`config.mk`:
```
export PLATFORM = sky130hd
export DESIGN_NAME = logistic_map_orbit_finder_core
export DESIGN_NICKNAME = d
export VERILOG_FILES = /design/src/rtl/lmo_pkg.sv /design/src/rtl/logistic_map_orbit_finder_core.sv /design/src/rtl/lmo_map_unit.sv
export SDC_FILE = /design/constraint.sdc
export NUM_CORES = 2
export LEC_CHECK = 0
export ABC_AREA = 1
export BUFFER_PORTS_ARGS = -buffer_cell sky130_fd_sc_hd__buf_2
export CAP_MARGIN = 15
export CORE_MARGIN = 10
export CORE_UTILIZATION = 65
export DETAILED_ROUTE_END_ITERATION = 6
export PLACE_DENSITY_LB_ADDON = 0.12
export SETUP_SLACK_MARGIN = 0.05
export SKIP_LAST_GASP = 1
export SLEW_MARGIN = 40
export SYNTH_ARGS = -nofsm -noshare
export SYNTH_HDL_FRONTEND = slang
export SYNTH_SLANG_ARGS = --single-unit
```
`constraint.sdc`:
```
create_clock -name clk_i -period 11 [get_ports clk_i]
set_input_delay 1.1 -clock clk_i [delete_from_list [all_inputs] [get_ports clk_i]]
set_output_delay 1.1 -clock clk_i [all_outputs]
set_load 0.03 [all_outputs]
```
`src/rtl/lmo_pkg.sv`:
```
package lmo_pkg;

  // fixed-point formats
  localparam int unsigned XW        = 32;  // x word, unsigned Q1.31
  localparam int unsigned RW        = 32;  // growth rate word
  localparam int unsigned PW        = 64;  // full product width
  localparam int unsigned FRAC_BITS = 31;  // fraction bits of x
  localparam int unsigned R_FRAC    = 29;  // fraction bits of r
  localparam int unsigned ITER_W    = 16;
  localparam int unsigned TOL_W     = 32;
  localparam int unsigned CFG_W     = 32;
  localparam int unsigned NFULL_W   = PW - R_FRAC;

  localparam logic [XW-1:0] ONE_X  = XW'(64'd1 << FRAC_BITS);
  localparam logic [XW-1:0] HALF_X = XW'(64'd1 << (FRAC_BITS - 1));

  // register indexes
  localparam logic REG_ITER = 1'b0;
  localparam logic REG_TOL  = 1'b1;

  localparam logic [ITER_W-1:0] ITER_RESET = ITER_W'(1000);
  localparam logic [TOL_W-1:0]  TOL_RESET  = TOL_W'(21475);

  typedef enum logic [1:0] {
    MP_IDLE,
    MP_MUL2,
    MP_SAT
  } map_phase_e;

  typedef enum logic [1:0] {
    S_IDLE,
    S_TRANS,
    S_WAIT,
    S_DECIDE
  } core_state_e;

  typedef struct packed {
    logic load_half;
    logic start;
  } map_ctrl_t;

  typedef struct packed {
    logic busy;
    logic done;
  } map_stat_t;

endpackage

```
`src/rtl/logistic_map_orbit_finder_core.sv`:
```
// channel   dir   handshake                  payload
// input     in    in_valid_i / in_ready_o    r_value_i
// result    out   out_valid_o / out_ready_i  r_echo_o, x_value_o, last_o, truncated_o
// config    in    cfg_we_i (no wait)         cfg_index_i, cfg_data_i
//
// one map step runs on the shared 32x32 multiplier as x*(1-x), then r*p, then saturate
// an item runs iteration_count + L map steps for L result transfers
// in_ready_o is high only while no item is in work; a result may still wait in the
// output register while the next item is taken
// a result waits in its decision state while the output register is full
// async active-low reset clears control state and loads the register defaults
module logistic_map_orbit_finder_core #(
  parameter int unsigned MAX_VALUES = 64
) (
  input  logic                       clk_i,
  input  logic                       rst_ni,
  // config write port
  input  logic                       cfg_we_i,
  input  logic                       cfg_index_i,
  input  logic [lmo_pkg::CFG_W-1:0]  cfg_data_i,
  // input channel
  input  logic                       in_valid_i,
  output logic                       in_ready_o,
  input  logic [lmo_pkg::RW-1:0]     r_value_i,
  // result channel
  output logic                       out_valid_o,
  input  logic                       out_ready_i,
  output logic [lmo_pkg::RW-1:0]     r_echo_o,
  output logic [lmo_pkg::XW-1:0]     x_value_o,
  output logic                       last_o,
  output logic                       truncated_o
);
  import lmo_pkg::*;

  localparam int unsigned LEN_W = $clog2(MAX_VALUES + 1);

  // configuration registers
  logic [ITER_W-1:0] iter_q;
  logic [TOL_W-1:0]  tol_q;

  // sequencer state
  core_state_e       state_q, state_d;
  logic [ITER_W-1:0] k_q;         // transient steps done
  logic [LEN_W-1:0]  len_q;       // values collected so far, pending one included
  logic [RW-1:0]     r_q;
  logic [XW-1:0]     first_q;     // first settled value
  logic [XW-1:0]     pend_q;      // value held until we know whether it is last

  // output register
  logic              out_valid_q;
  logic [RW-1:0]     out_r_q;
  logic [XW-1:0]     out_x_q;
  logic              out_last_q;
  logic              out_trunc_q;

  // map unit
  map_ctrl_t         map_ctrl;
  map_stat_t         map_stat;
  logic [XW-1:0]     map_x;

  // decision terms
  logic              trans_done;
  logic              slot_free;
  logic [XW-1:0]     diff;
  logic              end_hit;
  logic              trunc_hit;
  logic              is_last;
  logic              settle;
  logic              emit;
  logic              k_inc;

  lmo_map_unit u_map (
    .clk_i  (clk_i),
    .rst_ni (rst_ni),
    .ctrl_i (map_ctrl),
    .r_i    (r_q),
    .stat_o (map_stat),
    .x_o    (map_x)
  );

  // transient phase finished once the unit is idle and the count is reached
  assign trans_done = (k_q == iter_q) && !map_stat.busy;
  assign slot_free  = !out_valid_q || out_ready_i;

  // new iterate is map_x, compared against the first settled value
  assign diff      = (map_x >= first_q) ? (map_x - first_q) : (first_q - map_x);
  assign end_hit   = (diff < tol_q) || (ITER_W'(len_q) > iter_q);
  assign trunc_hit = (len_q >= LEN_W'(MAX_VALUES));
  assign is_last   = end_hit || trunc_hit;

  // next state
  always_comb begin
    state_d = state_q;
    case (state_q)
      S_IDLE: begin
        if (in_valid_i) state_d = S_TRANS;
      end
      S_TRANS: begin
        if (trans_done) state_d = S_WAIT;
      end
      S_WAIT: begin
        if (map_stat.done) state_d = S_DECIDE;
      end
      S_DECIDE: begin
        if (slot_free) state_d = is_last ? S_IDLE : S_WAIT;
      end
      default: state_d = S_IDLE;
    endcase
  end

  // sequencer outputs
  always_comb begin
    in_ready_o         = 1'b0;
    map_ctrl.load_half = 1'b0;
    map_ctrl.start     = 1'b0;
    settle             = 1'b0;
    emit               = 1'b0;
    k_inc              = 1'b0;
    case (state_q)
      S_IDLE: begin
        in_ready_o         = 1'b1;
        map_ctrl.load_half = in_valid_i;
      end
      S_TRANS: begin
        // a step is launched either way: another transient step or the first collected one
        map_ctrl.start = !map_stat.busy;
        settle         = trans_done;
        k_inc          = map_stat.done;
      end
      S_DECIDE: begin
        emit           = slot_free;
        map_ctrl.start = slot_free && !is_last;
      end
      default: ;
    endcase
  end

  always_ff @(posedge clk_i or negedge rst_ni) begin
    if (!rst_ni) begin
      state_q     <= S_IDLE;
      iter_q      <= ITER_RESET;
      tol_q       <= TOL_RESET;
      out_valid_q <= 1'b0;
      k_q         <= '0;
      len_q       <= '0;
    end else begin
      state_q <= state_d;
      if (cfg_we_i) begin
        case (cfg_index_i)
          REG_ITER: iter_q <= cfg_data_i[ITER_W-1:0];
          REG_TOL:  tol_q  <= cfg_data_i[TOL_W-1:0];
          default: ;
        endcase
      end
      if (emit) begin
        out_valid_q <= 1'b1;
      end else if (out_ready_i) begin
        out_valid_q <= 1'b0;
      end
      if (map_ctrl.load_half) begin
        k_q <= '0;
      end else if (k_inc) begin
        k_q <= k_q + 1'b1;
      end
      if (settle) begin
        len_q <= LEN_W'(1);
      end else if (emit && !is_last) begin
        len_q <= len_q + 1'b1;
      end
    end
  end

  // payload registers
  always_ff @(posedge clk_i) begin
    if (map_ctrl.load_half) begin
      r_q <= r_value_i;
    end
    if (settle) begin
      first_q <= map_x;
      pend_q  <= map_x;
    end else if (emit && !is_last) begin
      pend_q <= map_x;
    end
    if (emit) begin
      out_r_q     <= r_q;
      out_x_q     <= pend_q;
      out_last_q  <= is_last;
      out_trunc_q <= !end_hit && trunc_hit;
    end
  end

  assign out_valid_o = out_valid_q;
  assign r_echo_o    = out_r_q;
  assign x_value_o   = out_x_q;
  assign last_o      = out_last_q;
  assign truncated_o = out_trunc_q;

endmodule

```
`src/rtl/lmo_map_unit.sv`:
```
module lmo_map_unit (
  input  logic                    clk_i,
  input  logic                    rst_ni,
  input  lmo_pkg::map_ctrl_t      ctrl_i,
  input  logic [lmo_pkg::RW-1:0]  r_i,
  output lmo_pkg::map_stat_t      stat_o,
  output logic [lmo_pkg::XW-1:0]  x_o
);
  import lmo_pkg::*;

  map_phase_e           phase_q, phase_d;
  logic [XW-1:0]        x_q;
  logic [PW-1:0]        prod_q;
  logic [XW-1:0]        mul_a, mul_b;
  logic [PW-1:0]        prod_d;
  logic [NFULL_W-1:0]   n_full;
  logic [XW-1:0]        n_sat;

  // one shared multiplier: x*(1-x) first, then r*p
  always_comb begin
    case (phase_q)
      MP_MUL2: begin
        mul_a = r_i;
        mul_b = prod_q[FRAC_BITS+XW-1:FRAC_BITS];
      end
      default: begin
        mul_a = x_q;
        mul_b = ONE_X - x_q;
      end
    endcase
  end

  assign prod_d = PW'(mul_a) * PW'(mul_b);
  assign n_full = prod_q[PW-1:R_FRAC];
  assign n_sat  = (n_full > NFULL_W'(ONE_X)) ? ONE_X : n_full[XW-1:0];

  always_comb begin
    case (phase_q)
      MP_IDLE: phase_d = ctrl_i.start ? MP_MUL2 : MP_IDLE;
      MP_MUL2: phase_d = MP_SAT;
      default: phase_d = MP_IDLE;
    endcase
  end

  always_ff @(posedge clk_i or negedge rst_ni) begin
    if (!rst_ni) begin
      phase_q <= MP_IDLE;
    end else begin
      phase_q <= phase_d;
    end
  end

  always_ff @(posedge clk_i) begin
    if ((phase_q == MP_IDLE && ctrl_i.start) || phase_q == MP_MUL2) begin
      prod_q <= prod_d;
    end
    if (ctrl_i.load_half) begin
      x_q <= HALF_X;
    end else if (phase_q == MP_SAT) begin
      x_q <= n_sat;
    end
  end

  assign stat_o.busy = (phase_q != MP_IDLE);
  assign stat_o.done = (phase_q == MP_SAT);
  assign x_o         = x_q;

endmodule

```
# After elaboration in Yosys (flattened, before gate mapping)
# Cells that the tools add are included.
[word_totals]
mem_bits_rw = 0
rom_bits = 0
register_bits = 334
word_cells = 86
mem_count = 0
out_inout_bits = 68
inputBits = 70
latchBits = 0
[op_classes]
n_mul = 1
n_eq_ne = 10
mux = 26
n_reduce_logical = 22
shifts = 0
div = 0
addsub = 5
magnitude_cmp = 5
bitwise_logic = 1
[op_table]
columns = ["cell", "count"]
rows = [
  ["2-to-1 mux 32 bit", 6],
  ["multiplier 32 x 32 -> 64 bit", 1],
  ["subtractor 32 bit", 2],
  ["> comparator 35 x 32 -> 1 bit (second input constant)", 1],
  ["greater-or-equal comparator 32 bit", 1],
  ["< comparator 32 bit", 1],
  ["2-to-1 mux 16 bit", 2],
  ["subtractor 32 bit (first input constant)", 1],
  ["adder 16 x 1 -> 16 bit (second input constant)", 1],
  ["== test 16 bit", 1],
  ["> comparator 7 x 16 -> 1 bit", 1],
  ["2-to-1 mux 7 bit", 2],
  ["2-to-1 mux 2 bit", 5],
  ["2-to-1 mux 1 bit", 8],
  ["!= test 2 bit (second input constant)", 4],
  ["case mux 2 bit (4 select lines)", 1],
  ["nonzero test 2 bit", 4],
  ["adder 7 x 1 -> 7 bit (second input constant)", 1],
  ["greater-or-equal comparator 7 bit (second input constant)", 1],
  ["== test 2 bit (second input constant)", 3],
  ["logical AND 1 bit", 5],
  ["== test 2 x 1 -> 1 bit (second input constant)", 2],
  ["zero test 1 bit", 4],
  ["zero test 2 bit", 2],
  ["other kinds (6)", 10],
]

# Longest topological paths before layout
[depth]
ltp_word = 10
mapped_depth = 42
mapped_depth_nobuf = 41

# Modules after synthesis
# From an unflattened synthesis, not the netlist that was laid out.
[unflattened]
cells_unflattened = 6176
area_unflattened_um2 = 51037.7
[by_module_without_submodules]
columns = ["module", "cells_per_inst", "n_inst", "seq_area_each_um2", "area_each_um2"]
rows = [
  ["lmo_map_unit", 4637, 1, 1741.7, 37379.6],
  ["logistic_map_orbit_finder_core", 1539, 1, 6735.2, 13658.1],
]

# Worst setup path after synthesis
# Ideal clock, no wire load.
[synth_path]
path_type = "reg2reg"
from = "register u_map.x_q[1], in the netlist u_map.x_o[1]"
to = "register u_map.prod_q[51], data pin"
n_path_buf = 1
setup_ns = 0.252
setup_slack_ns = 3.461
required_time_ns = 10.748
stages_incl_launch_ff = 37
synth_period_minus_slack_ns = 7.539
arrival_time_ns = 7.286
cell_sequence = "dfxtp_1 > inv_1 > ha_1 > nand2_1 > nor2_2 > nand3_1 > inv_2 > nand4_1 > inv_2 > nand2_1 > nor3_1 > nor2_4 > inv_2 > buf_6 > nor2_1 > fa_1 > inv_1 > fa_1 > inv_1 > fa_1 > fa_1 > fa_1 > fa_1 > fa_1 > inv_1 > fa_1 > inv_1 > ha_1 > a21oi_1 > o21a_1 > o21ai_0 > a21oi_1 > nor2_1 > nor3_1 > nand2_1 > nand2_1 > nand2_1"
[synth_between]
elab_chain_len = 3
elab_cells_between_ends = 4
cone_classes = "add/sub: 1; mul: 1; mux: 2"
[synth_rtl]
columns = ["element", "line_no", "source"]
rows = [
  ["start: declaration", "lmo_map_unit.sv:12", "logic [XW-1:0] x_q;"],
  ["start signal: assignment", "lmo_map_unit.sv:60", "x_q <= n_sat;"],
  ["subtractor 32 bit", "lmo_map_unit.sv:28", "mul_b = ONE_X - x_q;"],
  ["2-to-1 mux 32 bit", "lmo_map_unit.sv:21", "case (phase_q)"],
  ["multiplier 32 x 32 -> 64 bit *", "lmo_map_unit.sv:33", "assign prod_d = PW'(mul_a) * PW'(mul_b);"],
  ["net u_map.prod_d[51]", "lmo_map_unit.sv:15", "logic [PW-1:0] prod_d;"],
  ["end signal: assignment", "lmo_map_unit.sv:55", "prod_q <= prod_d;"],
  ["end: declaration", "lmo_map_unit.sv:13", "logic [PW-1:0] prod_q;"],
]
# The timed path passes the listed nets; every way through them passes the cells marked *.
# A chain may end at the register's enable or synchronous reset.

# Final worst setup path
[layout_path]
from = "register u_map.phase_q[1]"
to = "register u_map.prod_q[56], data pin"
[layout_between]
elab_chain_len = 3
elab_cells_between_ends = 4
cone_classes = "mul: 1; eq/ne: 1; mux: 2"
[layout_rtl]
columns = ["element", "line_no", "source"]
rows = [
  ["start: declaration", "lmo_map_unit.sv:11", "map_phase_e phase_q, phase_d;"],
  ["start signal: assignment", "lmo_map_unit.sv:49", "phase_q <= phase_d;"],
  ["== test 2 x 1 -> 1 bit *", "lmo_map_unit.sv:21", ""],
  ["2-to-1 mux 32 bit", "lmo_map_unit.sv:21", ""],
  ["multiplier 32 x 32 -> 64 bit *", "lmo_map_unit.sv:33", ""],
  ["net u_map.prod_d[56]", "lmo_map_unit.sv:15", ""],
]
# Marks and branches as above.

==> impl_metrics.tcl <==
set metrics [dict create \
    fmax_mhz 95.7 \
    fin_cells 7198 \
    grt_pass1_wl_um 287000 \
    cts-hold-fix-buffers 0 \
    required_ns 11.36 \
    cts_resized 0 \
    dp.cells 7135 \
    r2r_setup_slack_ns 0.56 \
    maxSlewViolCount 0 \
    dieHeight_um 300 \
    area.growth.synth_to_final_pct 5.95 \
    hp-class "reg -> reg" \
    design.portCount 138 \
    dp_hpwl_um 151000 \
    reg2reg_to "u_map.prod_q[56]" \
    drt_iter0_markers 5211 \
    postRouteAntennaNets 0 \
    synth-compound-area-share_pct 6.64 \
    cts.path.max_buffers 3 \
    clk_latency_ns 0.62 \
    synth_xor_area_share_pct 1.50 \
    worst-path-stages 25 \
    grt_use_total_pct 43.1 \
    synthArstFlopShare_pct 24.9 \
    antenna_found_initial 9 \
    row_count 102 \
    dieArea_um2 89800 \
    hold_viol 0 \
    critPathLaunch "u_map.phase_q[1]" \
    synth_nets 7396 \
    cp-start-kind "flop" \
    yosysUniqueCellTypes 64 \
    clkSinkCount 305 \
    drt_wl_total_um 192000 \
    cp_top_family "adder cells" \
    die_w_um 300 \
    critPathCaptureType "flop" \
    post-route-period-util_pct 95.0 \
    avgSynthCellArea_um2 8.38 \
    io_buffers 137 \
    final_core_util_pct 69.5 \
    gp_congestion 1.17 \
    syn_area_um2 50800 \
    cts-root-buf "clkbuf_16" \
    remaining_drc_errors 1 \
    fin_crit_ns 10.44 \
    syn_inst 6064 \
    rsz0062_at_grt "no" \
    reg2regPathDepth 25 \
    num_vias 44700 \
    ys_seq_elements 305 \
    muxShareOfSynthArea_pct 0.0394 \
    fill_cells 6383 \
    grt_max_degree 77 \
    clk_pin_slew_ns 0.07 \
    synth-simple-area-share_pct 18.5 \
    slowest_delay_ns 0.85 \
    grt_pass1_vias 45800 \
    post_cts_buffers 0 \
    h-tree-depth 1 \
    yosysWarningCount 0 \
    slowest_stage "clkinv_1" \
    core_um2 77500 \
    final_nets 7460 \
    drive_gt1_share_pct 8.09 \
    slew_headroom_pct 36.6 \
    cap_violations 0 \
    r2r_start "u_map.phase_q[1]" \
    multi_input_area_um2 36200 \
    synth_seq_area_share_pct 16.7 \
    endpoint "u_map.prod_q[56]" \
    regArea_um2 8480 \
    setup_violations 0 \
    ys.flop_type "edfxtp_1" \
    drtPass1Iterations 7 \
    cts_tree "built" \
    tightest_slew_ns 0.951 \
    hold_depth 0 \
    path_class "reg -> reg" \
    crit_fanout 41 \
    synthAdderAreaFrac_pct 44.3 \
    via_per_inst 6.21 \
    status "finished with violations" \
    fin_skew_ns 0.0319 \
    cpMostUsedCell "fa_1" \
    synth_edf_count 197 \
    fin_setup_tns_ns 0 \
    cts_buffers 31 \
    wire_per_inst_um 26.7 \
    synth_top_family_by_area "adder cells" \
    failed_checks "design-rule violations" \
    cp_num_buf_inv 4 \
    overflow 0 \
    start_util_pct 65.6 \
    arrival_ns 10.80 \
]
==> sequential cells by signal (all words and copies together), names as in the netlist <==
name,cells
u_map.prod_q,35
first_q,32
pend_q,32
r_echo_o,32
r_q,32
tol_q,32
u_map.x_o,32
x_value_o,32
iter_q,16
k_q,16
len_q,7
state_q,2
u_map.phase_q,2
last_o,1
out_valid_o,1
truncated_o,1
==> area by class of cell <==
type	count	share of cell area, %
antenna	5	0.0232
clock buffer	39	1.61
clock inverter	19	0.404
inverter	1383	9.66
multi-input combinational	4155	67.2
sequential	305	15.7
tap	1040	2.42
timing repair buffer	252	2.92
==> layout by cell type (no fill, tap or decap), types with 61 or more instances in the layout <==
| cell type | count |
|---|---|
| buf_4 | 113 |
| buf_2 | 136 |
| inv_1 | 1329 |
| a21oi_1 | 261 |
| nand4_1 | 154 |
| xor2_1 | 72 |
| dfrtp_1 | 61 |
| fa_1 | 897 |
| nand3_1 | 112 |
| o21ai_0 | 186 |
| edfxtp_1 | 197 |
| ha_1 | 365 |
| nor2_1 | 750 |
| nand2_1 | 1016 |
==> cells by family (layout without fill, tap and decap cells) <==
logic type / after synthesis / after routing
AOI/OAI and AO/OA: 603 / 603
xor gates and xnor gates: 87 / 87
adders and majority gates: 1262 / 1262
buffers and inverters: 1604 / 1693
DFF: 305 / 305
muxes: 2 / 2
other: 0 / 5
and+or+nand+nor: 2201 / 2201
==> metal layers <==
layer / GRT usage (%) / vias up / share of wire (%)
met5: 0 / - / 0.019
met4: 30.5 / 6 / 9.4
met3: 14.6 / 1031 / 15
met2: 63.5 / 3403 / 42
met1: 52.8 / 21700 / 34
li1: - / 18600 / -
==> cells in the mapped netlist, types with 72 or more instances <==
cell      count  area [um^2]
a21oi_1     263         1320
nand3_1     113          566
ha_1        365         4570
xor2_1       72          631
fa_1        897        18000
clkbuf_1    116          435
o21ai_0     193          966
nor2_1      752         2820
nand4_1     154          963
nand2_1    1019         3820
inv_1      1343         5040
edfxtp_1    197         5920
==> per-stage QoR <==
step / area [um^2] / hold WS, ns / setup slack, ns
final: 53800 / 0.409 / 0.555
after global routing: 53800 / 0.420 / 0.404
after CTS: 53800 / 0.408 / 1.36
after detailed placement: 52700 / 0.405 / 1.38
after global placement: 52700 / 0.401 / 1.30
after floorplan: 50800 / 0.400 / 3.46
==> how the worst min path moves through the flow <==
stage                     startpoint             to  slack (ns)
after CTS                 pend_q[23]  x_value_o[23]        0.41
after detailed placement  pend_q[24]  x_value_o[24]        0.41
final                     pend_q[23]  x_value_o[23]        0.41
after global routing      pend_q[30]  x_value_o[30]        0.42
after floorplan            pend_q[0]   x_value_o[0]        0.40
after global placement    pend_q[28]  x_value_o[28]        0.40
Power is not shown: default switching activity piles up to over one toggle a cycle in this logic, so the estimate is an artifact.
